===== src/rtl/core/sliding_window_median_assert.svh =====
// ----------------------------------------------------------------------------
// Assertion macros for the sliding window median block
// Shared property forms, clocked on clk and disabled during rst.
// ----------------------------------------------------------------------------
`ifndef SLIDING_WINDOW_MEDIAN_ASSERT_SVH
`define SLIDING_WINDOW_MEDIAN_ASSERT_SVH

// Same-cycle implication.
`define SWM_ASSERT_IMP(lbl, ante, cons, msg) \
  lbl: assert property (@(posedge clk) disable iff (rst) (ante) |-> (cons)) \
    else $error(msg);

// Next-cycle implication.
`define SWM_ASSERT_NXT(lbl, ante, cons, msg) \
  lbl: assert property (@(posedge clk) disable iff (rst) (ante) |=> (cons)) \
    else $error(msg);

`endif


===== src/rtl/core/swm_pkg.sv =====
// ----------------------------------------------------------------------------
// Sliding window median package
// Shared defaults, register codes, sequencer states and cell control.
// ----------------------------------------------------------------------------
package swm_pkg;

  localparam int MAX_WINDOW_DEF  = 64;
  localparam int SAMPLE_BITS_DEF = 16;

  localparam int              WINDOW_SIZE_W   = 7;
  localparam logic [6:0]      WINDOW_SIZE_RST = 7'd3;

  // Register index taken from paddr[2].
  localparam logic REG_WINDOW_SIZE = 1'b0;

  typedef enum logic [2:0] {
    ST_IDLE,
    ST_LOAD,
    ST_RANK,
    ST_COLLECT,
    ST_DONE
  } swm_state_t;

  typedef struct packed {
    logic shift;    // new sample enters the window chain
    logic load;     // copy window into the compare chains, clear rank and sum
    logic rank;     // compare and move the compare chains one cell
    logic collect;  // move the partial sum one cell toward cell 0
  } swm_cell_ctl_t;

endpackage


===== src/rtl/core/swm_cell.sv =====
// ----------------------------------------------------------------------------
// Median chain cell
// Holds one window sample, counts its rank against samples passing on two
// compare chains, and adds its share into the partial sum chain.
// ----------------------------------------------------------------------------
module swm_cell
  import swm_pkg::*;
#(
  parameter int SAMPLE_BITS = SAMPLE_BITS_DEF,
  parameter int RANK_W      = 6
) (
  input  logic                          clk,
  input  swm_cell_ctl_t                 ctl,
  input  logic                          mem,
  input  logic [RANK_W-1:0]             lo_rank,
  input  logic [RANK_W-1:0]             hi_rank,
  input  logic signed [SAMPLE_BITS-1:0] left_win,
  input  logic                          left_mem,
  input  logic signed [SAMPLE_BITS-1:0] left_fwd,
  input  logic                          left_fwd_ok,
  input  logic signed [SAMPLE_BITS-1:0] right_win,
  input  logic                          right_mem,
  input  logic signed [SAMPLE_BITS-1:0] right_bwd,
  input  logic                          right_bwd_ok,
  input  logic signed [SAMPLE_BITS:0]   right_acc,
  output logic signed [SAMPLE_BITS-1:0] win,
  output logic signed [SAMPLE_BITS-1:0] fwd,
  output logic                          fwd_ok,
  output logic signed [SAMPLE_BITS-1:0] bwd,
  output logic                          bwd_ok,
  output logic signed [SAMPLE_BITS:0]   acc
);

  logic [RANK_W-1:0]             rank;
  logic                          inc_fwd;
  logic                          inc_bwd;
  logic signed [SAMPLE_BITS:0]   win_ext;
  logic signed [SAMPLE_BITS:0]   part_lo;
  logic signed [SAMPLE_BITS:0]   part_hi;

  // Newer samples on equal values count as smaller, so every rank is unique.
  assign inc_fwd = fwd_ok && (fwd <= win);
  assign inc_bwd = bwd_ok && (bwd < win);

  assign win_ext = $signed({win[SAMPLE_BITS-1], win});
  assign part_lo = (mem && rank == lo_rank) ? win_ext : '0;
  assign part_hi = (mem && rank == hi_rank) ? win_ext : '0;

  always_ff @(posedge clk) begin
    if (ctl.shift) begin
      win <= left_win;
    end
    if (ctl.load) begin
      fwd    <= left_win;
      fwd_ok <= left_mem;
      bwd    <= right_win;
      bwd_ok <= right_mem;
      rank   <= '0;
      acc    <= '0;
    end else begin
      if (ctl.rank) begin
        fwd    <= left_fwd;
        fwd_ok <= left_fwd_ok;
        bwd    <= right_bwd;
        bwd_ok <= right_bwd_ok;
        rank   <= rank + RANK_W'(inc_fwd) + RANK_W'(inc_bwd);
      end
      if (ctl.collect) begin
        acc <= right_acc + part_lo + part_hi;
      end
    end
  end

endmodule


===== config.mk =====
export PLATFORM = sky130hd
export DESIGN_NAME = swm_cell
export DESIGN_NICKNAME = d
export VERILOG_FILES = /design/src/rtl/core/sliding_window_median_assert.svh /design/src/rtl/core/swm_pkg.sv /design/src/rtl/core/swm_cell.sv
export SDC_FILE = /design/constraint.sdc
export NUM_CORES = 1
export LEC_CHECK = 0
export BUFFER_PORTS_ARGS = -buffer_cell sky130_fd_sc_hd__buf_2
export CAP_MARGIN = 30
export CORE_ASPECT_RATIO = 0.6
export CORE_MARGIN = 5
export CORE_UTILIZATION = 50
export DETAILED_ROUTE_END_ITERATION = 12
export MAX_ROUTING_LAYER = met4
export PLACE_DENSITY = 0.84
export SLEW_MARGIN = 30
export SYNTH_ARGS = -nofsm -noshare
export SYNTH_HDL_FRONTEND = slang
export SYNTH_SLANG_ARGS = --single-unit

===== constraint.sdc =====
create_clock -name clk -period 12.6 [get_ports clk]
set_input_delay 3.78 -clock clk [delete_from_list [all_inputs] [get_ports clk]]
set_output_delay 3.78 -clock clk [all_outputs]
set_load 0.005 [all_outputs]

==> results.md <==
Run status:
- The run finished with clean final reports.

STA:
- The worst-case setup margin in the final layout is 5182 ps.
- The hold violation count in the final report came to 0.
- The final-report max-slew violation count was 0.
- Setup repair after global routing left no endpoint under its margin.
- Setup violations remaining at the end of the flow were counted as 0.
- Setup total negative slack on the finished layout was measured at 0 ps.
- For the finished layout, the period the worst path requires is 7418 ps.
- For this run, the top clock speed supported by timing is 134.8 MHz.
- The fraction of the cycle the final worst path needs is 0.5887.
- For the pin with the worst max-slew slack, the measured transition is 845.2 ps.
- The final clock skew is 11.99 ps.
- Hold is met by 470.0 ps.
- The worst relative slew slack is 0.4365.

Synthesis:
- The number of synthesized register bits is 73.
- A synthesized cell averages 11.08 sq um.
- For this run, the register share of the synthesized area comes to 0.3963.
- The most used flip-flop cell after synthesis is sky130_fd_sc_hd__edfxtp_1.
- The post-synthesis net count is 615.
- The number of distinct library cells after synthesis is 51.
- The number of warning messages in the yosys log is 0.
- Synthesis handed over a netlist of 447 instances.
- The number of enable-type register cells in the synthesized netlist is 50.
- In the synthesized netlist the async set-or-reset flop fraction comes to 0.
- The total standard cell area after synthesis is 0.004951 sq mm.

Pwr:
- IR analysis of the VDD net gives a maximum drop of 0.06369 mV.
- Dividing total power by cell area gives a power density of 109.3 mW/mm^2.
- Cell internal power was estimated by the tool at 482.7 uW.
- The proportion of power drawn by flip-flops and latches is 0.441.
- Of the total power, the share spent switching nets is 0.2848.
- In this run the static leakage power is 0.002934 uW.
- The fraction of power consumed by combinational cells is 0.199.
- The total net switching power is 192.3 uW.
- The share of total power dissipated in the clock network is 0.360.

Critical path:
- Measured in cells, the most critical reg-to-reg path has a length of 15.
- STA classifies the critical path startpoint as an input port.
- Along the worst path, the maximum fanout reaches 17.
- The required time of the critical path is 12810 ps.
- The endpoint identified for the worst register-to-register timing path is acc[15].
- The startpoint identified for the worst register-to-register timing path is rank[3].
- The register-to-register setup slack is 8280 ps.
- The worst setup path category is in2reg.
- The critical path data arrival time is 7630 ps.
- The element type at the critical path end is a register.

Clocking:
- The cts-stage hold buffer count is 0.
- TritonCTS built the clock tree.
- For this design, the sink count on the clock tree is 73.
- The buffer levels on the longest clock path is 2.
- The number of buffers inserted during clock tree synthesis is 9.
- The root buffer selected by CTS is sky130_fd_sc_hd__clkbuf_16.
- For the worst-skew pair, the clock arrives at the later sink with an insertion delay of 340 ps.
- In this run the post-CTS setup repair buffer count came out at 0.
- The H-tree depth reported by CTS is 3.
- The CTS clock-pin slew for the worst setup and hold paths is 60 ps.
- Post-CTS repair changed the size of 0 cells.

Job:
- Max-cap violations in this run came to 0.

Die:
- The floorplan step set the die width to 138.5 microns.
- The area inside the core boundary is 0.009774 sq mm.
- The I/O pin count is 170.
- The starting density of the core is 0.5065.
- The die covers 0.01206 sq mm.
- After floorplanning, the core was divided into 28 placement rows.
- The floorplan step set the die height to 87.08 microns.

GRT:
- The pin count of the biggest net entering global routing is 60.
- The number of global-route vias before repair is 4150.
- The first global-routing pass estimated 21.11 mm of wire.
- Global routing finished with a remaining overflow of 0.
- For this run, the total global-route usage over all layers was measured as 0.2295.
- The number of antenna violations at the first check in global routing is 0.

Cells and area:
- The filler cells instantiated in the layout total 792.
- Relative to the synthesized area, the layout overhead comes to 24.74%.
- The final net count is 780.
- The number of standard cells in the layout, taps in and fillers out is 752.
- In the final layout, the share of cells above drive strength 1 is 0.3647.
- The combined flip-flop and latch cell area is 0.001962 sq mm.
- The multi-input combinational cells in the finished layout cover a total of 0.002785 sq mm.
- The repair_antennas step left the layout with diodes totalling 0.

Placed design:
- The placed cell count is 736.
- Before CTS, the worst setup slack after placement is 4858 ps.
- The routability congestion estimate from global placement is 0.8893.
- The count of input and output buffers is 169.
- Once detailed placement completed, the half-perimeter wirelength came to 10.65 mm.

Routing:
- The number of DRC violations after detailed-routing iteration 0 is 228.
- The total iterations of the first detailed-routing run is 4.
- After detailed routing, the average wire length per cell comes to 17.65 microns.
- After detailed routing, the number of remaining DRC violations is 0.
- Summed over all layers, the routed wires come to 13.27 mm.
- The final antenna-violating net count is 0.
- The final route contains 3947 vias.
- The via count normalized by instance count is 5.249.

Hold path:
- The path with the worst hold slack has its endpoint at acc[5].
- The startpoint identified for the worst hold timing path is acc[5].
- The worst hold path class is reg2reg.
- The count of cells along the worst hold path is 2.
worst max path at each step:
stage | to | slack, ps | cells past startpoint | startpoint
after CTS | acc[15] | 5210 | 16 | lo_rank[5]
after global routing | acc[15] | 4950 | 16 | lo_rank[5]
final | acc[15] | 5180 | 16 | lo_rank[5]
after global placement | acc[15] | 5130 | 15 | lo_rank[0]
after floorplan | acc[15] | 5610 | 12 | hi_rank[5]
after detailed placement | acc[15] | 4860 | 16 | lo_rank[5]
flip-flops by register name, indices dropped and copies added (netlist names):
| register | count |
|---|---|
| rank | 6 |
| bwd_ok | 1 |
| win | 16 |
| fwd_ok | 1 |
| bwd | 16 |
| acc | 17 |
| fwd | 16 |
logic make-up after synthesis:
family / synth area share
simple gates: 0.1246
compound gates: 0.09958
flops: 0.3963
fa+ha+maj: 0.1916
buf+inv: 0.04119
mux: 0.09578
xor+xnor: 0.05105
per-stage QoR:
stage	total power [uW]	utilization	cell area (sq um)
floorplan	371.7	-	4951
global placement	428.5	0.6033	5897
detailed placement	436.6	0.6033	5897
CTS	680.0	0.6318	6176
global route	708.4	0.6318	6176
finish	675.0	0.6318	6176
cell usage in the layout (no fill, tap or decap), types with 13 or more instances in the layout:
cell	n
sky130_fd_sc_hd__ha_1	47
sky130_fd_sc_hd__nor2_1	25
sky130_fd_sc_hd__o21ai_0	13
sky130_fd_sc_hd__xor2_1	13
sky130_fd_sc_hd__mux2_2	35
sky130_fd_sc_hd__dfxtp_1	23
sky130_fd_sc_hd__buf_2	169
sky130_fd_sc_hd__edfxtp_1	50
sky130_fd_sc_hd__a21oi_1	23
sky130_fd_sc_hd__nand2_1	18
sky130_fd_sc_hd__fa_1	18
sky130_fd_sc_hd__xnor2_1	14
sky130_fd_sc_hd__inv_1	34
sky130_fd_sc_hd__and2_1	26
cells in the mapped netlist (2+ instances only):
master,count,area (sq um)
sky130_fd_sc_hd__nor2b_1,7,43.79
sky130_fd_sc_hd__a21o_1,12,90.09
sky130_fd_sc_hd__and3_1,3,18.77
sky130_fd_sc_hd__and2_1,26,162.7
sky130_fd_sc_hd__a21oi_1,23,115.1
sky130_fd_sc_hd__fa_1,18,360.4
sky130_fd_sc_hd__or3_1,2,12.51
sky130_fd_sc_hd__nand2b_1,5,31.28
sky130_fd_sc_hd__nand3_1,5,25.02
sky130_fd_sc_hd__mux2i_1,8,80.08
sky130_fd_sc_hd__dfxtp_1,23,460.4
sky130_fd_sc_hd__a211oi_1,8,60.06
sky130_fd_sc_hd__edfxtp_1,50,1501
sky130_fd_sc_hd__mux2_2,35,394.1
sky130_fd_sc_hd__nor3_1,3,15.01
sky130_fd_sc_hd__nand2_1,18,67.56
sky130_fd_sc_hd__nor2_1,25,93.84
sky130_fd_sc_hd__o21ai_1,2,10.01
sky130_fd_sc_hd__xor2_1,13,113.9
sky130_fd_sc_hd__o21a_1,6,45.04
sky130_fd_sc_hd__nor4_4,2,42.54
sky130_fd_sc_hd__nand4_1,8,50.05
sky130_fd_sc_hd__clkbuf_1,9,33.78
sky130_fd_sc_hd__inv_1,34,127.6
sky130_fd_sc_hd__buf_6,2,22.52
sky130_fd_sc_hd__o21ai_0,13,65.06
sky130_fd_sc_hd__ha_1,47,588.1
sky130_fd_sc_hd__xnor2_1,14,122.6
sky130_fd_sc_hd__buf_1,4,15.01
critical path, stage by stage:
cell	delay, ps
sky130_fd_sc_hd__buf_2	110
sky130_fd_sc_hd__xnor2_1	160
sky130_fd_sc_hd__nand4_1	160
sky130_fd_sc_hd__nor4_4	580
sky130_fd_sc_hd__and2_1	260
sky130_fd_sc_hd__fa_1	440
sky130_fd_sc_hd__ha_1	250
sky130_fd_sc_hd__inv_1	80
sky130_fd_sc_hd__fa_1	210
sky130_fd_sc_hd__nor2b_1	60
sky130_fd_sc_hd__o21a_1	170
sky130_fd_sc_hd__o21ai_1	210
sky130_fd_sc_hd__a21oi_1	140
sky130_fd_sc_hd__a31o_2	300
sky130_fd_sc_hd__a221oi_1	330
sky130_fd_sc_hd__mux2_2	380
metal layers:
metal | global-route usage | wire (microns) | up-vias
met2 | 0.3704 | 6275 | 131
met5 | - | 0 | -
li1 | - | - | 1926
met3 | 0.06583 | 956 | 10
met4 | 0.05561 | 144 | 0
met1 | 0.2898 | 5898 | 1880
power groups by stage:
stage | clock network [uW] | registers (uW) | logic, uW
2_1_floorplan | 0 | 300 | 71.9
6_report | 243 | 298 | 134
3_5_place_dp | 0 | 303 | 134
5_1_grt | 258 | 300 | 150
3_3_place_gp | 0 | 303 | 126
4_1_cts | 247 | 298 | 135
layout make-up:
type,instances,area share
multi-input cells,324,0.4510
flip-flops and latches,73,0.3177
repair buffers,170,0.1382
clock buffers,10,0.03707
well taps,135,0.02735
inverters,34,0.02066
clock inverters,6,0.008104
Power figures use the tool's default switching activity.
